===== src/rtl/espt_pkg.sv =====
// Shared widths, register indexes, reset values and constants for the encoder tracker.
package espt_pkg;

    localparam int COUNT_W = 16;
    localparam int POS_W   = 32;
    localparam int SPEED_W = 48;
    localparam int ANGLE_W = 25;
    localparam int CFG_W   = 32;

    typedef logic [1:0] t_cfg_idx;

    localparam t_cfg_idx REG_REV_COUNTS        = 2'd0;
    localparam t_cfg_idx REG_RPM_PER_COUNT     = 2'd1;
    localparam t_cfg_idx REG_WHEEL_RADIUS      = 2'd2;
    localparam t_cfg_idx REG_DEGREES_PER_COUNT = 2'd3;

    localparam logic [15:0] RST_REV_COUNTS        = 16'd1320;
    localparam logic [31:0] RST_RPM_PER_COUNT     = 32'd294912;
    localparam logic [15:0] RST_WHEEL_RADIUS      = 16'd2130;
    localparam logic [31:0] RST_DEGREES_PER_COUNT = 32'd17873;

    // pi/30 in Q0.16
    localparam logic [12:0] RAD_PER_RPM_Q16 = 13'd6863;
    // 360 degrees in Q16.16
    localparam logic [ANGLE_W-1:0] ANGLE_MAX_Q16 = 25'd23592960;

endpackage


===== src/rtl/espt_in_if.sv =====
// Input channel: kind and encoder counter reading with valid/ready.
interface espt_in_if import espt_pkg::*; ();
    logic               valid;
    logic               ready;
    logic               kind;
    logic [COUNT_W-1:0] counter_value;

    modport source (output valid, kind, counter_value, input ready);
    modport sink   (input valid, kind, counter_value, output ready);
endinterface


===== src/rtl/espt_out_if.sv =====
// Result channel: delta, position, speeds and angle with valid/ready.
interface espt_out_if import espt_pkg::*; ();
    logic                      valid;
    logic                      ready;
    logic signed [COUNT_W-1:0] delta_counts;
    logic signed [POS_W-1:0]   position_counts;
    logic signed [SPEED_W-1:0] rpm_q16;
    logic signed [SPEED_W-1:0] omega_q16;
    logic signed [SPEED_W-1:0] lin_vel_q16;
    logic        [ANGLE_W-1:0] wheel_angle;

    modport source (output valid, delta_counts, position_counts, rpm_q16, omega_q16,
                    lin_vel_q16, wheel_angle, input ready);
    modport sink   (input valid, delta_counts, position_counts, rpm_q16, omega_q16,
                    lin_vel_q16, wheel_angle, output ready);
endinterface


===== src/rtl/encoder_speed_position_tracker.sv =====
// Encoder tracker: delta, position, speeds via a shared 17x17 multiplier, angle via a serial divider.
// Sample word: multiply passes (rpm, rad/s, velocity), serial remainder, fold-up fixup, angle multiply,
// then hand-off to the result register; the next word is accepted only after hand-off. Resync word:
// goes straight to hand-off. Rate is set by the one-bit-per-cycle remainder loop and the chunked
// passes through the single multiplier; a held result register delays the hand-off.
// Synchronous active-low reset: registers back to defaults, last count and position zero, no result.
module encoder_speed_position_tracker import espt_pkg::*; (
    input  logic            i_clk,
    input  logic            i_rst_n,
    input  logic            i_cfg_we,
    input  t_cfg_idx        i_cfg_idx,
    input  logic [CFG_W-1:0] i_cfg_data,
    espt_in_if.sink         i_in,
    espt_out_if.source      o_out
);

    localparam logic [2:0] S_IDLE = 3'd0;
    localparam logic [2:0] S_MUL  = 3'd1;
    localparam logic [2:0] S_DIV  = 3'd2;
    localparam logic [2:0] S_MOD  = 3'd3;
    localparam logic [2:0] S_DONE = 3'd4;

    localparam logic [1:0] P_RPM = 2'd0;
    localparam logic [1:0] P_RAD = 2'd1;
    localparam logic [1:0] P_VEL = 2'd2;
    localparam logic [1:0] P_ANG = 2'd3;

    localparam logic signed [63:0] ROUND_INIT = 64'sd32768;

    // configuration
    logic [15:0] r_cpr;
    logic [31:0] r_rpc;
    logic [15:0] r_radius;
    logic [31:0] r_dpc;

    // control and tracking state
    logic [2:0]  r_state;
    logic [1:0]  r_pass;
    logic [1:0]  r_step;
    logic [4:0]  r_cnt;
    logic        r_ov;
    logic [COUNT_W-1:0] r_last;
    logic [POS_W-1:0]   r_position;

    // working registers
    logic signed [COUNT_W-1:0] r_delta;
    logic signed [SPEED_W-1:0] r_rpm;
    logic signed [SPEED_W-1:0] r_rad;
    logic signed [SPEED_W-1:0] r_vel;
    logic        [ANGLE_W-1:0] r_ang;
    logic signed [63:0]        r_acc;
    logic signed [33:0]        r_prod;
    logic [1:0]                r_prod_sh;
    logic [31:0]               r_dvd;
    logic [15:0]               r_rem;
    logic                      r_neg;
    logic [15:0]               r_mod;

    // output register
    logic signed [COUNT_W-1:0] r_o_delta;
    logic signed [POS_W-1:0]   r_o_position;
    logic signed [SPEED_W-1:0] r_o_rpm;
    logic signed [SPEED_W-1:0] r_o_rad;
    logic signed [SPEED_W-1:0] r_o_vel;
    logic        [ANGLE_W-1:0] r_o_ang;

    logic               w_accept;
    logic               w_load;
    logic [COUNT_W-1:0] w_d16;
    logic [POS_W-1:0]   w_pos_upd;
    logic signed [16:0] w_a;
    logic signed [16:0] w_b;
    logic signed [33:0] w_prod;
    logic signed [63:0] w_pp_ext;
    logic signed [63:0] w_pp;
    logic signed [63:0] w_sum;
    logic [1:0]         w_last_step;
    logic [16:0]        w_t;
    logic               w_ge;
    logic [15:0]        w_rem_n;

    // 16-bit chunk of a 48-bit signed word as a signed 17-bit operand
    function automatic logic signed [16:0] chunk48(input logic [47:0] v, input logic [1:0] s);
        logic signed [16:0] c;
        unique case (s)
            2'd0:    c = {1'b0, v[15:0]};
            2'd1:    c = {1'b0, v[31:16]};
            default: c = {v[47], v[47:32]};
        endcase
        return c;
    endfunction

    assign i_in.ready = (r_state == S_IDLE);
    assign w_accept   = i_in.valid && (r_state == S_IDLE);
    assign w_load     = (r_state == S_DONE) && (!r_ov || o_out.ready);

    assign w_d16     = i_in.counter_value - r_last;
    assign w_pos_upd = r_position + {{(POS_W-COUNT_W){w_d16[COUNT_W-1]}}, w_d16};

    // multiplier operand select
    always_comb begin
        unique case (r_pass)
            P_RPM: begin
                w_a = {r_delta[15], r_delta};
                w_b = {1'b0, (r_step[0] ? r_rpc[31:16] : r_rpc[15:0])};
            end
            P_RAD: begin
                w_a = chunk48(r_rpm, r_step);
                w_b = {4'd0, RAD_PER_RPM_Q16};
            end
            P_VEL: begin
                w_a = chunk48(r_rad, r_step);
                w_b = {1'b0, r_radius};
            end
            default: begin
                w_a = {1'b0, r_mod};
                w_b = {1'b0, (r_step[0] ? r_dpc[31:16] : r_dpc[15:0])};
            end
        endcase
    end

    assign w_prod   = w_a * w_b;
    assign w_pp_ext = 64'(r_prod);

    always_comb begin
        unique case (r_prod_sh)
            2'd0:    w_pp = w_pp_ext;
            2'd1:    w_pp = w_pp_ext <<< 16;
            default: w_pp = w_pp_ext <<< 32;
        endcase
    end

    assign w_sum       = (r_step != 2'd0) ? (r_acc + w_pp) : r_acc;
    assign w_last_step = (r_pass == P_RAD || r_pass == P_VEL) ? 2'd3 : 2'd2;

    // restoring remainder step; partial remainder stays below a nonzero divisor
    assign w_t     = {r_rem, r_dvd[31]};
    assign w_ge    = (w_t >= {1'b0, r_cpr});
    assign w_rem_n = w_ge ? 16'(w_t - {1'b0, r_cpr}) : w_t[15:0];

    always_ff @(posedge i_clk) begin
        if (!i_rst_n) begin
            r_state    <= S_IDLE;
            r_pass     <= P_RPM;
            r_step     <= 2'd0;
            r_cnt      <= 5'd0;
            r_ov       <= 1'b0;
            r_last     <= '0;
            r_position <= '0;
            r_cpr      <= RST_REV_COUNTS;
            r_rpc      <= RST_RPM_PER_COUNT;
            r_radius   <= RST_WHEEL_RADIUS;
            r_dpc      <= RST_DEGREES_PER_COUNT;
        end else begin
            if (i_cfg_we) begin
                unique case (i_cfg_idx)
                    REG_REV_COUNTS:        r_cpr    <= i_cfg_data[15:0];
                    REG_RPM_PER_COUNT:     r_rpc    <= i_cfg_data;
                    REG_WHEEL_RADIUS:      r_radius <= i_cfg_data[15:0];
                    REG_DEGREES_PER_COUNT: r_dpc    <= i_cfg_data;
                endcase
            end

            r_ov <= (r_ov && !o_out.ready) || w_load;

            unique case (r_state)
                S_IDLE: begin
                    if (w_accept) begin
                        r_last <= i_in.counter_value;
                        r_pass <= P_RPM;
                        r_step <= 2'd0;
                        if (i_in.kind) begin
                            r_position <= w_pos_upd;
                            r_state    <= S_MUL;
                        end else begin
                            r_position <= '0;
                            r_state    <= S_DONE;
                        end
                    end
                end
                S_MUL: begin
                    if (r_step == w_last_step) begin
                        r_step <= 2'd0;
                        unique case (r_pass)
                            P_RPM: begin
                                r_pass <= P_RAD;
                            end
                            P_RAD: begin
                                r_pass <= P_VEL;
                            end
                            P_VEL: begin
                                r_cnt   <= 5'd0;
                                r_state <= S_DIV;
                            end
                            default: begin
                                r_state <= S_DONE;
                            end
                        endcase
                    end else begin
                        r_step <= r_step + 2'd1;
                    end
                end
                S_DIV: begin
                    r_cnt <= r_cnt + 5'd1;
                    if (r_cnt == 5'd31) begin
                        r_state <= S_MOD;
                    end
                end
                S_MOD: begin
                    r_pass  <= P_ANG;
                    r_step  <= 2'd0;
                    r_state <= S_MUL;
                end
                S_DONE: begin
                    if (w_load) begin
                        r_state <= S_IDLE;
                    end
                end
                default: begin
                    r_state <= S_IDLE;
                end
            endcase
        end
    end

    // datapath, no reset
    always_ff @(posedge i_clk) begin
        unique case (r_state)
            S_IDLE: begin
                r_acc <= '0;
                if (i_in.kind) begin
                    r_delta <= w_d16;
                end else begin
                    r_delta <= '0;
                    r_rpm   <= '0;
                    r_rad   <= '0;
                    r_vel   <= '0;
                    r_ang   <= '0;
                end
            end
            S_MUL: begin
                if (r_step != w_last_step) begin
                    r_prod    <= w_prod;
                    r_prod_sh <= r_step;
                    r_acc     <= w_sum;
                end else begin
                    unique case (r_pass)
                        P_RPM: begin
                            r_rpm <= w_sum[47:0];
                            r_acc <= ROUND_INIT;
                        end
                        P_RAD: begin
                            r_rad <= w_sum[63:16];
                            r_acc <= ROUND_INIT;
                        end
                        P_VEL: begin
                            r_vel <= w_sum[63:16];
                            r_acc <= '0;
                            r_rem <= '0;
                            r_neg <= r_position[31];
                            r_dvd <= r_position[31] ? (~r_position + 32'd1) : r_position;
                        end
                        default: begin
                            r_ang <= ($unsigned(w_sum) > 64'(ANGLE_MAX_Q16))
                                     ? ANGLE_MAX_Q16 : w_sum[ANGLE_W-1:0];
                        end
                    endcase
                end
            end
            S_DIV: begin
                r_rem <= w_rem_n;
                r_dvd <= {r_dvd[30:0], 1'b0};
            end
            S_MOD: begin
                // zero divisor gives angle zero; negative position folds into range
                if (r_cpr == 16'd0) begin
                    r_mod <= '0;
                end else if (r_neg && (r_rem != 16'd0)) begin
                    r_mod <= r_cpr - r_rem;
                end else begin
                    r_mod <= r_rem;
                end
                r_acc <= '0;
            end
            default: begin
            end
        endcase

        if (w_load) begin
            r_o_delta    <= r_delta;
            r_o_position <= r_position;
            r_o_rpm      <= r_rpm;
            r_o_rad      <= r_rad;
            r_o_vel      <= r_vel;
            r_o_ang      <= r_ang;
        end
    end

    assign o_out.valid           = r_ov;
    assign o_out.delta_counts    = r_o_delta;
    assign o_out.position_counts = r_o_position;
    assign o_out.rpm_q16         = r_o_rpm;
    assign o_out.omega_q16       = r_o_rad;
    assign o_out.lin_vel_q16     = r_o_vel;
    assign o_out.wheel_angle     = r_o_ang;

endmodule

===== src/flat_wrapper.sv =====
// flat-port wrapper written by rule: the top's interface ports become plain ports
module encoder_speed_position_tracker_flat import espt_pkg::*;
  (i_clk, i_rst_n, i_cfg_we, i_cfg_idx, i_cfg_data, i_in_valid, i_in_kind, i_in_counter_value, i_in_ready, o_out_valid, o_out_delta_counts, o_out_position_counts, o_out_rpm_q16, o_out_omega_q16, o_out_lin_vel_q16, o_out_wheel_angle, o_out_ready);
  espt_in_if i_in_i ();
  espt_out_if o_out_i ();
  input  logic i_clk;
  input  logic i_rst_n;
  input  logic i_cfg_we;
  input  t_cfg_idx i_cfg_idx;
  input  logic [CFG_W-1:0] i_cfg_data;
  input wire logic [$bits(i_in_i.valid)-1:0] i_in_valid;
  input wire logic [$bits(i_in_i.kind)-1:0] i_in_kind;
  input wire logic [$bits(i_in_i.counter_value)-1:0] i_in_counter_value;
  output wire logic [$bits(i_in_i.ready)-1:0] i_in_ready;
  output wire logic [$bits(o_out_i.valid)-1:0] o_out_valid;
  output wire logic [$bits(o_out_i.delta_counts)-1:0] o_out_delta_counts;
  output wire logic [$bits(o_out_i.position_counts)-1:0] o_out_position_counts;
  output wire logic [$bits(o_out_i.rpm_q16)-1:0] o_out_rpm_q16;
  output wire logic [$bits(o_out_i.omega_q16)-1:0] o_out_omega_q16;
  output wire logic [$bits(o_out_i.lin_vel_q16)-1:0] o_out_lin_vel_q16;
  output wire logic [$bits(o_out_i.wheel_angle)-1:0] o_out_wheel_angle;
  input wire logic [$bits(o_out_i.ready)-1:0] o_out_ready;
  assign i_in_i.valid = i_in_valid;
  assign i_in_i.kind = i_in_kind;
  assign i_in_i.counter_value = i_in_counter_value;
  assign i_in_ready = i_in_i.ready;
  assign o_out_valid = o_out_i.valid;
  assign o_out_delta_counts = o_out_i.delta_counts;
  assign o_out_position_counts = o_out_i.position_counts;
  assign o_out_rpm_q16 = o_out_i.rpm_q16;
  assign o_out_omega_q16 = o_out_i.omega_q16;
  assign o_out_lin_vel_q16 = o_out_i.lin_vel_q16;
  assign o_out_wheel_angle = o_out_i.wheel_angle;
  assign o_out_i.ready = o_out_ready;
  encoder_speed_position_tracker u_core (.i_clk(i_clk), .i_rst_n(i_rst_n), .i_cfg_we(i_cfg_we), .i_cfg_idx(i_cfg_idx), .i_cfg_data(i_cfg_data), .i_in(i_in_i), .o_out(o_out_i));
endmodule

===== config.mk =====
export PLATFORM = sky130hd
export DESIGN_NAME = encoder_speed_position_tracker_flat
export DESIGN_NICKNAME = d
export VERILOG_FILES = /design/src/rtl/espt_pkg.sv /design/src/rtl/espt_in_if.sv /design/src/rtl/espt_out_if.sv /design/src/rtl/encoder_speed_position_tracker.sv /design/src/flat_wrapper.sv
export SDC_FILE = /design/constraint.sdc
export NUM_CORES = 2
export LEC_CHECK = 0
export BUFFER_PORTS_ARGS = -buffer_cell sky130_fd_sc_hd__buf_2
export CORE_MARGIN = 8
export CORE_UTILIZATION = 50
export DETAILED_ROUTE_END_ITERATION = 8
export GPL_TIMING_DRIVEN = 1
export HOLD_SLACK_MARGIN = 0.06
export PLACE_DENSITY = 0.68
export RECOVER_POWER = 50
export REMOVE_ABC_BUFFERS = 1
export SYNTH_ARGS = -nofsm -noshare
export SYNTH_HDL_FRONTEND = slang
export SYNTH_SLANG_ARGS = --single-unit
export TNS_END_PERCENT = 5

===== constraint.sdc =====
create_clock -name i_clk -period 26.1 [get_ports i_clk]
set_input_delay 6.525 -clock i_clk [delete_from_list [all_inputs] [get_ports i_clk]]
set_output_delay 6.525 -clock i_clk [all_outputs]
set_load 0.01 [all_outputs]

# Yosys cells after proc, flatten, opt, wreduce, memory -nomap -nowiden
# Index checks and enable logic that the tools add are counted.
# op_classes
n_addsub	8
mul	1
magnitude_cmp	2
n_eq_ne	27
muxes	53
bitwise_logic	2
reduce_logical	41
# ops
operator	count
one-hot mux 64 bit (2 select lines)	3
two-way mux 48 bit	7
one-hot mux 48 bit (2 select lines)	3
two-way mux 32 bit	4
two-way mux 64 bit	2
two-way mux 25 bit	4
two-way mux 16 bit	6
one-hot mux 17 bit (2 select lines)	2
adder 64 bit	1
greater-than comparator 64 x 25 -> 1 bit, second input constant	1
one-hot mux 32 bit (2 select lines)	1
one-hot mux 17 bit (3 select lines)	1
one-hot mux 25 bit (2 select lines)	1
one-hot mux 16 bit (3 select lines)	1
subtractor 16 bit	3
multiplier 17 x 17 -> 34 bit	1
adder 32 x 1 -> 32 bit, second input constant	1
adder 32 bit	1
inverter 32 bit	1
one-hot mux 16 bit (2 select lines)	1
AND reduction 4 bit	5
>= comparator 17 x 16 -> 1 bit	1
zero test 16 bit	1
AND reduction 2 bit	8
other kinds (36)	74
# totals
reg_bits	724
input_bits	56
output_inout_bits	219

# Depth between registers and ports, before layout
# depth
ltp_word	9
mapped_depth	43
depth_no_buf	34

# Least setup slack after synthesis
# No wires, ideal clock.
# synth_path
path_type	input-to-reg
from	in o_out_ready
to	reg u_core.r_o_delta[0], in the netlist u_core.o_out.delta_counts[0] (enable)
setup_ns	0.606
arrival_ns	11.642
required_ns	25.494
slack_ns	13.852
path_stages	2
cell_sequence	nand2b_1 -> and3_1
# synth_between
elab_chain_cells	2
# synth_rtl
element	line_no	rtl
start: declaration	flat_wrapper.sv:22	input wire logic [$bits(o_out_i.ready)-1:0] o_out_ready;
logical OR 1 bit	encoder_speed_position_tracker.sv:95	assign w_load = (r_state == S_DONE) && (!r_ov || o_out.ready);
logical AND 1 bit	encoder_speed_position_tracker.sv:95	
via u_core.w_load	encoder_speed_position_tracker.sv:68	logic w_load;
end signal: assignment	encoder_speed_position_tracker.sv:290	r_o_delta <= r_delta;
end: declaration	encoder_speed_position_tracker.sv:60	logic signed [COUNT_W-1:0] r_o_delta;
# The timed path passes the listed nets, and every way through them passes these cells.
# A chain may end at the register's enable or synchronous reset.

# Final worst setup path
# layout_path
from	reg u_core.r_step[0]
to	reg u_core.r_prod[33] (data pin)
# layout_between
elab_chain_cells	4
word_cells_on_any_way	9
classes_between	mul: 1; eq/ne: 1; mux: 6; reduce/logical: 1
# layout_rtl
element	line_no	rtl
start: declaration	encoder_speed_position_tracker.sv:39	logic [1:0] r_step;
start signal: assignment	encoder_speed_position_tracker.sv:200	r_step <= r_step + 2'd1;
equality test 2 x 1 -> 1 bit / zero test 2 bit (equally long branches)	encoder_speed_position_tracker.sv:85	unique case (s)
one-hot mux 17 bit (2 select lines)	encoder_speed_position_tracker.sv:85	
one-hot mux 17 bit (3 select lines)	encoder_speed_position_tracker.sv:102	unique case (r_pass)
multiplier 17 x 17 -> 34 bit *	encoder_speed_position_tracker.sv:122	assign w_prod = w_a * w_b;
via u_core.w_prod[33]	encoder_speed_position_tracker.sv:73	logic signed [33:0] w_prod;
end signal: assignment	encoder_speed_position_tracker.sv:243	r_prod <= w_prod;
end: declaration	encoder_speed_position_tracker.sv:52	logic signed [33:0] r_prod;
# The timed path passes the listed nets; every way through them passes the cells marked *.

==> impl_table.tex <==
\begin{tabular}{lr}
\hline
Metric & Value \\
\hline
\multicolumn{2}{l}{\textbf{Route}} \\
Final wirelength & approximately 140,000 um \\
Detailed Route Iter0 Violations & 2,837 \\
Via/cell ratio & 5.70 \\
Post-route DRC violation count & 0 \\
Detailed-route wire length per cell & 22.6 um \\
Final ANT Viol Nets & 0 \\
Count of TritonRoute iterations in the first routing pass & 6 \\
Total via count after detailed routing & 35,100 \\
\multicolumn{2}{l}{\textbf{Pwr}} \\
Final Total Pwr & 3670 uW \\
Clock Power Share & 32.1\% \\
Relative contribution of sequential cells to total power & 38.6\% \\
Cell internal power dissipation & 2430 uW \\
Worst vdd rail ir drop & 50.0 uV \\
Switching part of the total & 33.7\% \\
Switching power of the nets & roughly 1200 uW \\
Pwr Density & 70.4 nW/um\^{}2 \\
Total leakage power & 0.0215 uW \\
Combinational cell fraction of total power & 29.3\% \\
\multicolumn{2}{l}{\textbf{Clocking}} \\
PostCTS Resize Cnt & 0 \\
Depth of the CTS H-tree & 3 \\
Worst-skew pair later-pin latency & roughly 0.67 ns \\
Post-CTS setup buffer count & 0 \\
Hold-fix buffer count after cts & 0 \\
Clock tree from TritonCTS & built \\
Clock transition at the register clock pins on the worst setup and hold paths after CTS & 0.06 ns \\
Buffer type at the clock tree root & clkbuf\_16 \\
Clock sink total & between 700 and 800 \\
CTS Buffer Depth & 3 \\
Total CTS buffers & 79 \\
\multicolumn{2}{l}{\textbf{Placed design}} \\
Port Buf Inserts & 274 \\
\# placed instances & 6,000 \\
Detailed-placement wirelength estimate & 105,000 um \\
Routability-driven placement congestion ratio & 0.956 \\
\multicolumn{2}{l}{\textbf{Worst setup path}} \\
Data required time at the worst endpoint & 26.46 ns \\
CP startpoint kind & flip-flop \\
Top delay family on crit path & buffers and inverters \\
Top fanout value on the critical path & 43 \\
Combined buffer and inverter count along the critical path & 9 \\
Cell at the slowest stage of the critical path & clkbuf\_1 \\
Sort of element at the end of the critical path & flip-flop \\
Arr. time, crit path & 13.73 ns \\
Peak per-stage delay on the critical path & 1.94 ns \\
Critical path class & flip-flop to flip-flop \\
\multicolumn{2}{l}{\textbf{Global routing}} \\
Pin count of the biggest net entering global routing & between 150 and 200 \\
Global-route wire length before repair & 211,000 um \\
Overflow left after global routing & 0 \\
Total GRT Usage & 26.4\% \\
Number of global-route vias before repair & 34,600 \\
Antenna violations before repair & 8 \\
\multicolumn{2}{l}{\textbf{Synth}} \\
Yosys top cell by area & edfxtp\_1 \\
Cell types with the highest counts after synthesis & 658 x nand2\_1, 567 x edfxtp\_1, 497 x inv\_1 \\
Number of instances in the synthesized netlist & 4,630 \\
Prevailing post-synth register cell & edfxtp\_1 \\
Synth top area share & 36.3\% \\
Most instantiated library cell after synthesis & nand2\_1 \\
Synthesized area per cell & 10.1 sq um \\
Synth Cell Area & 46,900 sq um \\
Synthesis-stage register bit count & about 720 \\
Number of different library cells in the post-synthesis netlist & 98 \\
Top area cells in the synthesized netlist & edfxtp\_1 36\%, fa\_1 12\%, dfxtp\_1 6.7\% \\
Number of synthesized flops with an enable pin & 567 \\
Synthesis Warnings & 0 \\
Post-synthesis sequential area ratio & 43.0\% \\
Share of flip-flops with an asynchronous set or reset after synthesis & 0\% \\
\multicolumn{2}{l}{\textbf{Timing}} \\
Final critical delay including setup and external delays & between 10 and 15 ns \\
Fin Setup TNS & 0 ns \\
Fraction of the cycle the final worst path needs & between 50 and 60\% \\
Measured slew at the worst slew-check pin & between 4 and 5 ns \\
Unrepaired setup endpoints after global routing & no \\
Final number of setup-violating endpoints & 0 \\
Final hold violation count & 0 \\
Number of max-slew violations in the final report & 553 \\
Final setup skew & 0.0495 ns \\
Max\_slew headroom & -176\% \\
Maximum frequency from static timing analysis & $\sim$0.075 GHz \\
\multicolumn{2}{l}{\textbf{Die}} \\
Initial Util & 50.3\% \\
Die Y & between 300 and 400 um \\
Number of placed I/O pins & 275 \\
Num rows & 112 \\
Width of the die & 322 um \\
Core area & a little over 90,000 sq um \\
Total Die Area & 104,000 sq um \\
\multicolumn{2}{l}{\textbf{Finish}} \\
Net count reported at finish & 5,403 \\
Share of post-route cells with drive strength above 1 & a little over a tenth \\
Layout area overhead & 11.2\% \\
Final cell count without fillers & 6,150 \\
Number of inserted filler cells in the final layout & a little over 8,000 \\
\multicolumn{2}{l}{\textbf{Run}} \\
Number of maximum-capacitance violations & 14 \\
\multicolumn{2}{l}{\textbf{Status}} \\
Violations in the final reports & capacitance limit, slew limit \\
Outcome & complete, but fails checks \\
\multicolumn{2}{l}{\textbf{Hold path}} \\
Type of the tightest min-delay check & flip-flop to flip-flop \\
\hline
\end{tabular}
## stage by stage
| step | area, sq um | hold slack (ns) | utilization, % | setup slack, ns |
|---|---|---|---|---|
| global route | 52100 | 0.421 | 55.9 | 12.23 |
| floorplan | 46100 | 0.400 | - | 13.85 |
| finish | 52100 | 0.415 | 55.9 | 12.74 |
| detailed placement | 49600 | 0.405 | 53.2 | 13.91 |
| global placement | 49600 | 0.401 | 53.2 | 13.91 |
| CTS | 52300 | 0.415 | 56.1 | 14.59 |
## worst paths after layout
check | cells past startpoint | slack [ns] | from | endpoint
max | 34 | 12.74 | u_core.r_step[0] | u_core.r_prod[33]
min | 0 | 0.42 | u_core.r_ang[8] | u_core.o_out.wheel_angle[8]
max reg2reg | 34 | 12.74 | u_core.r_step[0] | u_core.r_prod[33]
min reg2reg | 0 | 0.42 | u_core.r_ang[8] | u_core.o_out.wheel_angle[8]
## sequential cells by signal (all words and copies together) (netlist names), 25 cells and up
signal	flops
u_core.r_dpc	32
u_core.r_ang	25
u_core.o_out.wheel_angle	25
u_core.o_out.lin_vel_q16	48
u_core.r_rad	48
u_core.r_rpm	48
u_core.r_acc	64
u_core.r_rpc	32
u_core.r_prod	34
u_core.o_out.rpm_q16	48
u_core.r_vel	48
u_core.r_dvd	32
u_core.r_position	32
u_core.o_out.omega_q16	48
u_core.o_out.position_counts	32
## area by class of cell
cell class / instances / area (sq um) / area share [%]
multi-input combinational: 3195 / 24000 / 46.1
sequential: 724 / 20200 / 38.7
clock buffer: 99 / 2100 / 4.03
inverter: 497 / 1870 / 3.58
timing repair buffer: 330 / 1740 / 3.33
tap: 1254 / 1570 / 3.01
clock inverter: 48 / 648 / 1.24
antenna: 3 / 7.51 / 0.0144
## logic make-up after synthesis
group	count (synthesis)	share of synthesized area, %
and+or+nand+nor	1516	14.6
AOI/OAI and AO/OA	862	12.3
DFF	724	43.0
buffers and inverters	711	5.73
adders and majority gates	520	18.4
xor gates and xnor gates	172	3.21
muxes	125	2.76
## power groups by stage
stage               logic (uW)  clock network (uW)  registers [uW]
floorplan                  751                   0            1410
global placement          1060                   0            1440
detailed placement        1070                   0            1440
CTS                       1080                1200            1410
global route              1200                1250            1420
finish                    1070                1180            1420
## placed cells by master (no fill, tap or decap), types with 19 or more instances in the layout
cell and n:
nor3_1 43, o21ai_0 156, clkbuf_1 34, ha_1 232
nand3_1 53, and2_0 20, clkbuf_16 79, mux2i_1 91
inv_1 496, nor2b_1 82, mux2_2 31, nand4_1 36
a21boi_0 134, nand2b_1 26, fa_1 284, a21o_1 58
xor2_1 81, nor2_1 402, o21a_1 31, nor4_1 25
and3_1 24, buf_4 38, and2_1 51, buf_2 272
a221o_1 26, edfxtp_1 567, or3_1 22, a21oi_1 213
o21bai_1 21, nand2_1 655, dfxtp_1 157, xnor2_1 91
o31ai_1 19, a22oi_1 56, a31oi_1 22
## metal layers
| metal | vias up | GRT usage (%) | share of wire [%] |
|---|---|---|---|
| li1 | 16200 | - | - |
| met1 | 17300 | 34.1 | 41 |
| met2 | 1214 | 43.7 | 47 |
| met3 | 278 | 5.03 | 7.4 |
| met4 | 8 | 10.5 | 4.3 |
| met5 | - | 0 | 0.041 |
Note: power is estimated with default switching activity, not from simulation.
